File: src/hw/rtl/rau_pkg.sv
`default_nettype none

package rau_pkg;

  // Operand and datapath widths.
  localparam int unsigned OPERAND_WIDTH = 16;
  localparam int unsigned PROD_W        = 2 * OPERAND_WIDTH;
  localparam int unsigned MAG_W         = 2 * OPERAND_WIDTH + 1;
  localparam int unsigned RES_W         = 32;
  localparam int unsigned EXT_W         = (MAG_W > RES_W) ? MAG_W : RES_W;
  localparam int unsigned CNT_W         = $clog2(MAG_W + 1);
  localparam int unsigned PC_W          = 4;

  // Operation codes of the operation field.
  typedef enum logic [1:0] {
    OP_ADD = 2'd0,
    OP_SUB = 2'd1,
    OP_MUL = 2'd2,
    OP_DIV = 2'd3
  } op_e;

  // Datapath micro-operations.
  typedef enum logic [3:0] {
    UOP_NOP         = 4'd0,
    UOP_LOAD        = 4'd1,
    UOP_MUL_N       = 4'd2,
    UOP_MUL_D       = 4'd3,
    UOP_MUL_T       = 4'd4,
    UOP_COMBINE     = 4'd5,
    UOP_GCD_INIT    = 4'd6,
    UOP_GCD_STEP    = 4'd7,
    UOP_GCD_DONE    = 4'd8,
    UOP_DIV_N_START = 4'd9,
    UOP_DIV_N_WAIT  = 4'd10,
    UOP_DIV_D_START = 4'd11,
    UOP_DIV_D_WAIT  = 4'd12,
    UOP_OUTPUT      = 4'd13
  } uop_e;

  // Jump conditions of the sequencer.
  typedef enum logic [2:0] {
    COND_NONE        = 3'd0,
    COND_NO_IN       = 3'd1,
    COND_MULDIV      = 3'd2,
    COND_GCD_RUN     = 3'd3,
    COND_GCD_ZERO    = 3'd4,
    COND_DIV_BUSY    = 3'd5,
    COND_OUT_BLOCKED = 3'd6
  } cond_e;

  // One control word of the microprogram.
  typedef struct packed {
    uop_e            uop;
    cond_e           cond;
    logic [PC_W-1:0] target;
    logic            wrap;
  } ctrl_t;

  // Status flags returned by the datapath.
  typedef struct packed {
    logic in_fire;
    logic op_muldiv;
    logic gcd_run;
    logic gcd_zero;
    logic div_busy;
    logic out_blocked;
  } stat_t;

  // Program step addresses.
  localparam logic [PC_W-1:0] STEP_IDLE      = 4'd0;
  localparam logic [PC_W-1:0] STEP_MUL_N     = 4'd1;
  localparam logic [PC_W-1:0] STEP_MUL_D     = 4'd2;
  localparam logic [PC_W-1:0] STEP_MUL_T     = 4'd3;
  localparam logic [PC_W-1:0] STEP_COMBINE   = 4'd4;
  localparam logic [PC_W-1:0] STEP_GCD_INIT  = 4'd5;
  localparam logic [PC_W-1:0] STEP_GCD_STEP  = 4'd6;
  localparam logic [PC_W-1:0] STEP_GCD_DONE  = 4'd7;
  localparam logic [PC_W-1:0] STEP_DIVN_GO   = 4'd8;
  localparam logic [PC_W-1:0] STEP_DIVN_WAIT = 4'd9;
  localparam logic [PC_W-1:0] STEP_DIVD_GO   = 4'd10;
  localparam logic [PC_W-1:0] STEP_DIVD_WAIT = 4'd11;
  localparam logic [PC_W-1:0] STEP_OUTPUT    = 4'd12;

  // Microprogram ROM. A taken jump goes to target; otherwise the next step,
  // or the idle step when wrap is set.
  function automatic ctrl_t ucode_rom(input logic [PC_W-1:0] step);
    ctrl_t w;
    w = '{uop: UOP_NOP, cond: COND_NONE, target: STEP_IDLE, wrap: 1'b0};
    unique case (step)
      STEP_IDLE: begin
        w.uop    = UOP_LOAD;
        w.cond   = COND_NO_IN;
        w.target = STEP_IDLE;
      end
      STEP_MUL_N:   w.uop = UOP_MUL_N;
      STEP_MUL_D:   w.uop = UOP_MUL_D;
      STEP_MUL_T: begin
        w.uop    = UOP_MUL_T;
        w.cond   = COND_MULDIV;
        w.target = STEP_GCD_INIT;
      end
      STEP_COMBINE:  w.uop = UOP_COMBINE;
      STEP_GCD_INIT: w.uop = UOP_GCD_INIT;
      STEP_GCD_STEP: begin
        w.uop    = UOP_GCD_STEP;
        w.cond   = COND_GCD_RUN;
        w.target = STEP_GCD_STEP;
      end
      STEP_GCD_DONE: begin
        w.uop    = UOP_GCD_DONE;
        w.cond   = COND_GCD_ZERO;
        w.target = STEP_OUTPUT;
      end
      STEP_DIVN_GO: w.uop = UOP_DIV_N_START;
      STEP_DIVN_WAIT: begin
        w.uop    = UOP_DIV_N_WAIT;
        w.cond   = COND_DIV_BUSY;
        w.target = STEP_DIVN_WAIT;
      end
      STEP_DIVD_GO: w.uop = UOP_DIV_D_START;
      STEP_DIVD_WAIT: begin
        w.uop    = UOP_DIV_D_WAIT;
        w.cond   = COND_DIV_BUSY;
        w.target = STEP_DIVD_WAIT;
      end
      STEP_OUTPUT: begin
        w.uop    = UOP_OUTPUT;
        w.cond   = COND_OUT_BLOCKED;
        w.target = STEP_OUTPUT;
        w.wrap   = 1'b1;
      end
      default: w.wrap = 1'b1;
    endcase
    return w;
  endfunction

  // Magnitude of a two's complement operand; the most negative value maps
  // to its true magnitude as an unsigned number.
  function automatic logic [OPERAND_WIDTH-1:0] abs_mag(
    input logic [OPERAND_WIDTH-1:0] v
  );
    return v[OPERAND_WIDTH-1] ? OPERAND_WIDTH'(~v + OPERAND_WIDTH'(1)) : v;
  endfunction

  // Sign-magnitude to the low bits of the two's complement result.
  function automatic logic [RES_W-1:0] to_res(input logic neg,
                                              input logic [MAG_W-1:0] mag);
    logic [EXT_W-1:0] e;
    e = EXT_W'(mag);
    if (neg) begin
      e = EXT_W'(~e + EXT_W'(1));
    end
    return e[RES_W-1:0];
  endfunction

endpackage

`default_nettype wire

File: src/hw/rtl/rau_divider.sv
`default_nettype none

module rau_divider
  import rau_pkg::*;
(
  input  wire logic             clk_i,
  input  wire logic             rst_ni,
  input  wire logic             start_i,
  input  wire logic [MAG_W-1:0] dividend_i,
  input  wire logic [MAG_W-1:0] divisor_i,
  output logic                  busy_o,
  output logic [MAG_W-1:0]      quotient_o
);

  logic             busy_q, busy_d;
  logic [CNT_W-1:0] cnt_q, cnt_d;
  logic [MAG_W-1:0] rem_q, rem_d;
  logic [MAG_W-1:0] quo_q, quo_d;
  logic [MAG_W-1:0] dsr_q, dsr_d;
  logic [MAG_W:0]   shifted;
  logic [MAG_W+1:0] diff;
  logic             fits;

  // One restoring division step: shift in the next dividend bit and try
  // to subtract the divisor.
  assign shifted = {rem_q, quo_q[MAG_W-1]};
  assign diff    = {1'b0, shifted} - {2'b00, dsr_q};
  assign fits    = ~diff[MAG_W+1];

  always_comb begin
    busy_d = busy_q;
    cnt_d  = cnt_q;
    rem_d  = rem_q;
    quo_d  = quo_q;
    dsr_d  = dsr_q;
    if (start_i) begin
      busy_d = 1'b1;
      cnt_d  = CNT_W'(MAG_W);
      rem_d  = '0;
      quo_d  = dividend_i;
      dsr_d  = divisor_i;
    end else if (busy_q) begin
      rem_d = fits ? diff[MAG_W-1:0] : shifted[MAG_W-1:0];
      quo_d = {quo_q[MAG_W-2:0], fits};
      cnt_d = cnt_q - CNT_W'(1);
      if (cnt_q == CNT_W'(1)) begin
        busy_d = 1'b0;
      end
    end
  end

  // Control state.
  always_ff @(posedge clk_i or negedge rst_ni) begin
    if (!rst_ni) begin
      busy_q <= 1'b0;
      cnt_q  <= '0;
    end else begin
      busy_q <= busy_d;
      cnt_q  <= cnt_d;
    end
  end

  // Working registers.
  always_ff @(posedge clk_i) begin
    rem_q <= rem_d;
    quo_q <= quo_d;
    dsr_q <= dsr_d;
  end

  assign busy_o     = busy_q;
  assign quotient_o = quo_q;

endmodule

`default_nettype wire

File: src/hw/rtl/rau_datapath.sv
`default_nettype none

module rau_datapath
  import rau_pkg::*;
(
  input  wire logic                            clk_i,
  input  wire logic                            rst_ni,
  input  wire ctrl_t                           ctrl_i,
  output stat_t                                stat_o,
  input  wire logic                            in_valid_i,
  output logic                                 in_stall_o,
  input  wire logic [1:0]                      operation_i,
  input  wire logic signed [OPERAND_WIDTH-1:0] a_num_i,
  input  wire logic signed [OPERAND_WIDTH-1:0] a_den_i,
  input  wire logic signed [OPERAND_WIDTH-1:0] b_num_i,
  input  wire logic signed [OPERAND_WIDTH-1:0] b_den_i,
  output logic                                 out_valid_o,
  input  wire logic                            out_stall_i,
  output logic signed [RES_W-1:0]              res_num_o,
  output logic signed [RES_W-1:0]              res_den_o,
  output logic                                 zero_gcd_error_o
);

  // Operand registers in sign-magnitude form.
  op_e                      op_q, op_d;
  logic [OPERAND_WIDTH-1:0] an_mag_q, ad_mag_q, bn_mag_q, bd_mag_q;
  logic [OPERAND_WIDTH-1:0] an_mag_d, ad_mag_d, bn_mag_d, bd_mag_d;
  logic                     an_neg_q, ad_neg_q, bn_neg_q, bd_neg_q;
  logic                     an_neg_d, ad_neg_d, bn_neg_d, bd_neg_d;

  // Working registers.
  logic [MAG_W-1:0] num_mag_q, num_mag_d, den_mag_q, den_mag_d, tmp_mag_q, tmp_mag_d;
  logic             num_neg_q, num_neg_d, den_neg_q, den_neg_d, tmp_neg_q, tmp_neg_d;
  logic [MAG_W-1:0] gx_q, gx_d, gy_q, gy_d;
  logic [CNT_W-1:0] gk_q, gk_d;
  logic             err_q, err_d;

  // Result register.
  logic             out_valid_q, out_valid_d;
  logic [RES_W-1:0] res_num_q, res_num_d, res_den_q, res_den_d;
  logic             res_err_q, res_err_d;

  // Shared multiplier and divider.
  logic [OPERAND_WIDTH-1:0] mul_x, mul_y;
  logic                     mul_sx, mul_sy;
  logic [PROD_W-1:0]        prod;
  logic                     prod_neg;
  logic                     div_start, div_busy;
  logic [MAG_W-1:0]         div_dividend, div_quot;

  // Signed add of the two cross products.
  logic             t_neg;
  logic [MAG_W-1:0] sum_mag;
  logic             sum_neg;

  logic in_fire, out_blocked, gcd_run, gcd_zero;

  assign in_stall_o  = (ctrl_i.uop != UOP_LOAD);
  assign in_fire     = in_valid_i && (ctrl_i.uop == UOP_LOAD);
  assign out_blocked = out_valid_q && out_stall_i;
  assign gcd_run     = (gx_q != '0) && (gy_q != '0);
  assign gcd_zero    = ((gx_q | gy_q) == '0);

  assign stat_o = '{
    in_fire:     in_fire,
    op_muldiv:   (op_q == OP_MUL) || (op_q == OP_DIV),
    gcd_run:     gcd_run,
    gcd_zero:    gcd_zero,
    div_busy:    div_busy,
    out_blocked: out_blocked
  };

  // Multiplier operand selection per micro-operation.
  always_comb begin
    mul_x  = bn_mag_q;
    mul_sx = bn_neg_q;
    mul_y  = ad_mag_q;
    mul_sy = ad_neg_q;
    unique case (ctrl_i.uop)
      UOP_MUL_N: begin
        mul_x  = an_mag_q;
        mul_sx = an_neg_q;
        mul_y  = (op_q == OP_MUL) ? bn_mag_q : bd_mag_q;
        mul_sy = (op_q == OP_MUL) ? bn_neg_q : bd_neg_q;
      end
      UOP_MUL_D: begin
        mul_x  = ad_mag_q;
        mul_sx = ad_neg_q;
        mul_y  = (op_q == OP_DIV) ? bn_mag_q : bd_mag_q;
        mul_sy = (op_q == OP_DIV) ? bn_neg_q : bd_neg_q;
      end
      default: begin
      end
    endcase
  end

  assign prod     = PROD_W'(mul_x) * PROD_W'(mul_y);
  assign prod_neg = (prod != '0) && (mul_sx != mul_sy);

  // Add or subtract the second cross product from the first.
  always_comb begin
    t_neg = (op_q == OP_SUB) ? ((tmp_mag_q != '0) && !tmp_neg_q) : tmp_neg_q;
    if (num_neg_q == t_neg) begin
      sum_mag = num_mag_q + tmp_mag_q;
      sum_neg = num_neg_q;
    end else if (num_mag_q >= tmp_mag_q) begin
      sum_mag = num_mag_q - tmp_mag_q;
      sum_neg = num_neg_q;
    end else begin
      sum_mag = tmp_mag_q - num_mag_q;
      sum_neg = t_neg;
    end
    if (sum_mag == '0) begin
      sum_neg = 1'b0;
    end
  end

  // Datapath register updates selected by the control word.
  always_comb begin
    op_d      = op_q;
    an_mag_d  = an_mag_q;
    ad_mag_d  = ad_mag_q;
    bn_mag_d  = bn_mag_q;
    bd_mag_d  = bd_mag_q;
    an_neg_d  = an_neg_q;
    ad_neg_d  = ad_neg_q;
    bn_neg_d  = bn_neg_q;
    bd_neg_d  = bd_neg_q;
    num_mag_d = num_mag_q;
    num_neg_d = num_neg_q;
    den_mag_d = den_mag_q;
    den_neg_d = den_neg_q;
    tmp_mag_d = tmp_mag_q;
    tmp_neg_d = tmp_neg_q;
    gx_d      = gx_q;
    gy_d      = gy_q;
    gk_d      = gk_q;
    err_d     = err_q;
    res_num_d = res_num_q;
    res_den_d = res_den_q;
    res_err_d = res_err_q;
    div_start    = 1'b0;
    div_dividend = num_mag_q;

    // The result register empties on a transfer.
    out_valid_d = out_valid_q && out_stall_i;

    unique case (ctrl_i.uop)
      UOP_LOAD: begin
        if (in_fire) begin
          op_d     = op_e'(operation_i);
          an_mag_d = abs_mag(a_num_i);
          ad_mag_d = abs_mag(a_den_i);
          bn_mag_d = abs_mag(b_num_i);
          bd_mag_d = abs_mag(b_den_i);
          an_neg_d = a_num_i[OPERAND_WIDTH-1];
          ad_neg_d = a_den_i[OPERAND_WIDTH-1];
          bn_neg_d = b_num_i[OPERAND_WIDTH-1];
          bd_neg_d = b_den_i[OPERAND_WIDTH-1];
        end
      end
      UOP_MUL_N: begin
        num_mag_d = MAG_W'(prod);
        num_neg_d = prod_neg;
      end
      UOP_MUL_D: begin
        den_mag_d = MAG_W'(prod);
        den_neg_d = prod_neg;
      end
      UOP_MUL_T: begin
        tmp_mag_d = MAG_W'(prod);
        tmp_neg_d = prod_neg;
      end
      UOP_COMBINE: begin
        num_mag_d = sum_mag;
        num_neg_d = sum_neg;
      end
      UOP_GCD_INIT: begin
        gx_d = num_mag_q;
        gy_d = den_mag_q;
        gk_d = '0;
      end
      UOP_GCD_STEP: begin
        // Binary gcd: strip common factors of two, then odd differences.
        if (gcd_run) begin
          if (!gx_q[0] && !gy_q[0]) begin
            gx_d = gx_q >> 1;
            gy_d = gy_q >> 1;
            gk_d = gk_q + CNT_W'(1);
          end else if (!gx_q[0]) begin
            gx_d = gx_q >> 1;
          end else if (!gy_q[0]) begin
            gy_d = gy_q >> 1;
          end else if (gx_q >= gy_q) begin
            gx_d = gx_q - gy_q;
          end else begin
            gy_d = gy_q - gx_q;
          end
        end
      end
      UOP_GCD_DONE: begin
        gx_d  = MAG_W'((gx_q | gy_q) << gk_q);
        err_d = gcd_zero;
      end
      UOP_DIV_N_START: begin
        div_start    = 1'b1;
        div_dividend = num_mag_q;
      end
      UOP_DIV_N_WAIT: begin
        if (!div_busy) begin
          num_mag_d = div_quot;
        end
      end
      UOP_DIV_D_START: begin
        div_start    = 1'b1;
        div_dividend = den_mag_q;
      end
      UOP_DIV_D_WAIT: begin
        if (!div_busy) begin
          den_mag_d = div_quot;
        end
      end
      UOP_OUTPUT: begin
        if (!out_blocked) begin
          out_valid_d = 1'b1;
          res_num_d   = to_res(num_neg_q, num_mag_q);
          res_den_d   = to_res(den_neg_q, den_mag_q);
          res_err_d   = err_q;
        end
      end
      default: begin
      end
    endcase
  end

  rau_divider u_divider (
    .clk_i      (clk_i),
    .rst_ni     (rst_ni),
    .start_i    (div_start),
    .dividend_i (div_dividend),
    .divisor_i  (gx_q),
    .busy_o     (div_busy),
    .quotient_o (div_quot)
  );

  // Control state.
  always_ff @(posedge clk_i or negedge rst_ni) begin
    if (!rst_ni) begin
      out_valid_q <= 1'b0;
    end else begin
      out_valid_q <= out_valid_d;
    end
  end

  // Payload registers.
  always_ff @(posedge clk_i) begin
    op_q      <= op_d;
    an_mag_q  <= an_mag_d;
    ad_mag_q  <= ad_mag_d;
    bn_mag_q  <= bn_mag_d;
    bd_mag_q  <= bd_mag_d;
    an_neg_q  <= an_neg_d;
    ad_neg_q  <= ad_neg_d;
    bn_neg_q  <= bn_neg_d;
    bd_neg_q  <= bd_neg_d;
    num_mag_q <= num_mag_d;
    num_neg_q <= num_neg_d;
    den_mag_q <= den_mag_d;
    den_neg_q <= den_neg_d;
    tmp_mag_q <= tmp_mag_d;
    tmp_neg_q <= tmp_neg_d;
    gx_q      <= gx_d;
    gy_q      <= gy_d;
    gk_q      <= gk_d;
    err_q     <= err_d;
    res_num_q <= res_num_d;
    res_den_q <= res_den_d;
    res_err_q <= res_err_d;
  end

  assign out_valid_o      = out_valid_q;
  assign res_num_o        = res_num_q;
  assign res_den_o        = res_den_q;
  assign zero_gcd_error_o = res_err_q;

endmodule

`default_nettype wire

File: src/hw/rtl/rau_sequencer.sv
`default_nettype none

module rau_sequencer
  import rau_pkg::*;
(
  input  wire logic  clk_i,
  input  wire logic  rst_ni,
  input  wire stat_t stat_i,
  output ctrl_t      ctrl_o
);

  logic [PC_W-1:0] pc_q, pc_d;
  ctrl_t           word;
  logic            take;

  // Fetch the control word of the current step.
  assign word   = ucode_rom(pc_q);
  assign ctrl_o = word;

  // Evaluate the jump condition.
  always_comb begin
    unique case (word.cond)
      COND_NONE:        take = 1'b0;
      COND_NO_IN:       take = !stat_i.in_fire;
      COND_MULDIV:      take = stat_i.op_muldiv;
      COND_GCD_RUN:     take = stat_i.gcd_run;
      COND_GCD_ZERO:    take = stat_i.gcd_zero;
      COND_DIV_BUSY:    take = stat_i.div_busy;
      COND_OUT_BLOCKED: take = stat_i.out_blocked;
      default:          take = 1'b0;
    endcase
  end

  // Next step: jump target, wrap to idle, or fall through.
  always_comb begin
    if (take) begin
      pc_d = word.target;
    end else if (word.wrap) begin
      pc_d = STEP_IDLE;
    end else begin
      pc_d = pc_q + PC_W'(1);
    end
  end

  always_ff @(posedge clk_i or negedge rst_ni) begin
    if (!rst_ni) begin
      pc_q <= STEP_IDLE;
    end else begin
      pc_q <= pc_d;
    end
  end

endmodule

`default_nettype wire

File: src/hw/rtl/rational_arithmetic_unit.sv
// Each transfer runs the cross products, a binary gcd loop and two bit-serial divisions;
// when both parts are zero the divisions are skipped and the zero-gcd flag is set.
// Throughput: one item at a time; the next item can be taken in the same cycle that the result becomes valid.
// Reset: asynchronous, active low; clears the step counter, the result valid and the divider's busy flag and count.
`default_nettype none

module rational_arithmetic_unit
  import rau_pkg::*;
(
  input  wire logic                            clk_i,
  input  wire logic                            rst_ni,
  input  wire logic                            in_valid_i,
  output logic                                 in_stall_o,
  input  wire logic [1:0]                      operation_i,
  input  wire logic signed [OPERAND_WIDTH-1:0] a_num_i,
  input  wire logic signed [OPERAND_WIDTH-1:0] a_den_i,
  input  wire logic signed [OPERAND_WIDTH-1:0] b_num_i,
  input  wire logic signed [OPERAND_WIDTH-1:0] b_den_i,
  output logic                                 out_valid_o,
  input  wire logic                            out_stall_i,
  output logic signed [RES_W-1:0]              res_num_o,
  output logic signed [RES_W-1:0]              res_den_o,
  output logic                                 zero_gcd_error_o
);

  ctrl_t ctrl;
  stat_t stat;

  // Microprogram sequencer.
  rau_sequencer u_sequencer (
    .clk_i  (clk_i),
    .rst_ni (rst_ni),
    .stat_i (stat),
    .ctrl_o (ctrl)
  );

  // Datapath with shared multiplier, gcd registers and divider.
  rau_datapath u_datapath (
    .clk_i            (clk_i),
    .rst_ni           (rst_ni),
    .ctrl_i           (ctrl),
    .stat_o           (stat),
    .in_valid_i       (in_valid_i),
    .in_stall_o       (in_stall_o),
    .operation_i      (operation_i),
    .a_num_i          (a_num_i),
    .a_den_i          (a_den_i),
    .b_num_i          (b_num_i),
    .b_den_i          (b_den_i),
    .out_valid_o      (out_valid_o),
    .out_stall_i      (out_stall_i),
    .res_num_o        (res_num_o),
    .res_den_o        (res_den_o),
    .zero_gcd_error_o (zero_gcd_error_o)
  );

endmodule

`default_nettype wire

File: config.mk
export PLATFORM = sky130hd
export DESIGN_NAME = rational_arithmetic_unit
export DESIGN_NICKNAME = d
export VERILOG_FILES = /design/src/hw/rtl/rau_pkg.sv /design/src/hw/rtl/rau_divider.sv /design/src/hw/rtl/rau_datapath.sv /design/src/hw/rtl/rau_sequencer.sv /design/src/hw/rtl/rational_arithmetic_unit.sv
export SDC_FILE = /design/constraint.sdc
export NUM_CORES = 2
export LEC_CHECK = 0
export CORE_ASPECT_RATIO = 1.25
export CORE_MARGIN = 1.5
export CORE_UTILIZATION = 60
export CTS_CLUSTER_DIAMETER = 150
export CTS_CLUSTER_SIZE = 8
export DETAILED_ROUTE_END_ITERATION = 6
export DONT_BUFFER_PORTS = 1
export PLACE_DENSITY = 0.79
export SLEW_MARGIN = 5
export SYNTH_ARGS = -nofsm -noshare
export SYNTH_HDL_FRONTEND = slang
export SYNTH_SLANG_ARGS = --single-unit
File: constraint.sdc
create_clock -name clk_i -period 9.3 [get_ports clk_i]
set_input_delay 2.79 -clock clk_i [delete_from_list [all_inputs] [get_ports clk_i]]
set_output_delay 2.79 -clock clk_i [all_outputs]
set_load 0.01 [all_outputs]
==> summary.md <==
| Metric | Value |
|---|---|
| Status | finished, violations left |
| Failing checks | design-rule violations |
| GP Congestion | 1.04 |
| DRT iter0 DRCs | 4136 |
| Final hold vios | 0 |
| Routed vias | 36.4k |
| Routed WL | 145000 um |
| Critical path arrival | 9380 ps |
| Post-synthesis cell type count | 100 |
| Drt first pass iters | 7 |
| Critical Path Start | u_sequencer.pc_q[0]$_DFF_PN0_ |
| Global route overflow | 0 |
| Register area share after synthesis | 29.8% |
| DP HPWL | 113000 um |
| Main synth FF type | edfxtp_1 |
| Drt wl/cell | 26.3 um |
| Maximum clock frequency | 0.110 GHz |
| Part of the cycle the worst path needs | 97.4% |
| Slowest CP cell | fa_1 |
| Worst reg2reg endpoint | u_datapath.num_neg_q$_DFFE_PP_ |
| DIE WIDTH | 237 um |
| GRT Total Usage | 40.4% |
| Final Max Slew Viols | 0 |
| Number of synthesized flops with an enable pin | 375 |
| Critical path data required time | 9620 ps |
| Max_cap viols | 0 |
| Share of the synthesized area in the top cell type | 27.5% |
| Clock Root Buffer | clkbuf_16 |
| Worst Skew | 41.8 ps |
| Initial Utilization | 60.9% |
| Die Area | 69900 um^2 |
| Site Rows | 106 |
| CTS tree | done |
| H-Tree Level Count | 2 |
| Critical path endpoint category | flop |
| CP bufs+invs | 6 |
| Avg Cell Area, Syn | 8.87 um^2 |
| Largest area contributor in the netlist | edfxtp_1 |
| Detail Route met2 WL | 67400 um |
| Critical path launch point type | flop |
| Port buffer count | 0 |
| Hold EP | u_datapath.zero_gcd_error_o$_DFFE_PP_ |
| Delay-heaviest family, CP | adder cells |
| I/O pins | 137 |
| Area growth from synthesis to layout | 7.71% |
| Reg2Reg Setup Slack | 240 ps |
| Core area | 67200 um^2 |
| Vias in the first global route | 35.2k |
| Hold Slack | 457 ps |
| Min Tclk post-route | 9060 ps |
| Vias per cell | 6.61 |
| Hold path startpoint | u_datapath.err_q$_DFFE_PP_ |
| WHS Path Cells | 0 |
| Clk sinks | 420 |
| Post-CTS Hold Buffers | 0 |
| Mapped Area | 41000 um^2 |
| First-pass GRT wire length | 212000 um |
| Initial antenna violation count | 3 |
| Wire length on met1 | 50200 um |
| Dominant cells by area after synthesis | edfxtp_1, ha_1, fa_1 |
| Most frequent CP cell | fa_1 |
| Nets | 5213 |
| Share of cells above drive strength 1 | 6.77% |
| CTS max path bufs | 3 |
| DRC errors left | 21 |
| Path depth of the worst reg2reg path | 32 |
| Final ANT Viol Nets | 0 |
| Yosys warns | 0 |
| Endpoints failing setup | 0 |
| Die Y | 295 um |
| Syn Inst Count | 4619 |
| Peak fanout along the critical path | 7 |
| Top-count cell post-synth | inv_1 |
| Met3 routed WL | 13300 um |
| Slowest stage delay, CP | 610 ps |
| DR top layer | met5 |
| Critical path class | reg -> reg |
| R2r startpoint | u_sequencer.pc_q[0]$_DFF_PN0_ |
| Clock Latency Late Sink | 640 ps |
| Syn_nets | 5234 |
| HP Class | reg -> reg |
| Slew headroom | 21.0% |
| Number of register bits inferred by synthesis | 420 |
| Worst-path clk slew | 50 ps |
| Post-synth ARST share | 2.86% |
| Slew @ Worst Pin | 1150 ps |
| Most frequent cells after synthesis | inv_1, nand2_1, nor2_1 |
| Pin count of the biggest net entering global routing | 74 |
| TritonCTS Buffers | 58 |
[kinds of logic after synthesis]
logic type               count (synthesis)  synth area share [%]
multiplexers                           154                  4.08
adder cells (fa/ha/maj)                545                  20.3
XOR/XNOR                               266                  5.71
AND/OR/NAND/NOR                       1348                  15.0
AO/OA/AOI/OAI                         1163                  18.4
flip-flops                             420                  29.8
buffers and inverters                  723                  6.67
[what timing repair did]
item / in CTS / in global routing
hold endpoints to repair: 0 / 0
setup endpoints to repair: 3 / 6
buffers inserted: 0 / 6
pin swaps: 0 / 2
gates resized for setup: 1 / 33
gates cloned: 0 / 1
[final cells by class]
class | instances | area, um^2
well taps | 864 | 1080
multi-input cells | 3477 | 26200
inverters | 513 | 1930
repair buffers | 128 | 988
clock buffers | 96 | 1590
fillers | 5563 | 23100
clock inverters | 3 | 66.3
flip-flops and latches | 420 | 12200
diodes | 1 | 2.50
[worst reg2reg max path, delay by kind of cell, from the launching register on]
family                     cells  cell delay [ps]
AOI/OAI and AO/OA              8             1600
and+or+nand+nor                9             2400
DFF                            1              400
buffers and inverters          6              480
muxes                          1              250
adders and majority gates      8             3640
[metal layers]
layer	vias up	track usage, %
li1	16200	-
met1	17400	46.3
met2	2108	67.1
met3	659	6.61
met4	4	32.9
met5	-	0
[flip-flops by register name, summed over array words and instances, names as in the netlist, 33 cells and up]
signal,flops
u_datapath.gx_q,33
u_datapath.gy_q,33
u_datapath.u_divider.quotient_o,33
u_datapath.num_mag_q,33
u_datapath.u_divider.rem_q,33
u_datapath.den_mag_q,33
u_datapath.u_divider.dsr_q,33
[stage by stage]
step | area [um^2] | util (%) | instances | setup WS, ps | TNS [ps]
2_1_floorplan | 41000 | - | 4619 | 55.3 | 0
3_3_place_gp | 42300 | 62.9 | 5395 | 323 | 0
3_5_place_dp | 42300 | 62.9 | 5395 | 79.0 | 0
4_1_cts | 43900 | 65.3 | 5494 | 76.1 | 0
5_1_grt | 44100 | 65.6 | 5501 | -136 | -284
6_report | 44100 | 65.6 | 5502 | 244 | 0
[placed cells by master, fill, tap and decap left out, types with 16 or more instances in the layout]
cell type and count:
a22oi_1 25, nor3_1 63, o21ai_0 288, mux2_2 23
o21a_1 28, or4_1 21, and2_1 24, a222oi_1 20
dfxtp_1 33, o221ai_1 22, nand2b_1 50, nand3_1 50
a21oi_1 294, and3_1 21, o211ai_1 21, nor2_1 447
a21o_1 70, xnor2_1 221, nor2b_1 27, nand4_1 39
ha_1 342, a221oi_1 29, clkbuf_1 38, or3_1 49
o31ai_1 48, xor2_1 42, mux2i_1 123, a31oi_1 28
inv_1 508, buf_4 123, o21bai_1 45, nor4_1 41
clkbuf_16 58, nand2_1 454, a211oi_1 58, fa_1 200
edfxtp_1 375, a2111oi_0 16
[worst max-delay path by stage]
| stage | to | slack, ps | cells after the start |
|---|---|---|---|
| floorplan | u_datapath.num_neg_q$_DFFE_PP_ | 60 | 36 |
| global placement | u_datapath.num_neg_q$_DFFE_PP_ | 320 | 30 |
| detailed placement | u_datapath.num_neg_q$_DFFE_PP_ | 80 | 32 |
| CTS | u_datapath.num_neg_q$_DFFE_PP_ | 80 | 35 |
| global route | u_datapath.num_neg_q$_DFFE_PP_ | -140 | 32 |
| finish | u_datapath.num_neg_q$_DFFE_PP_ | 240 | 32 |
Power is not shown: default switching activity piles up to over one toggle a cycle in this logic, so the estimate is an artifact.
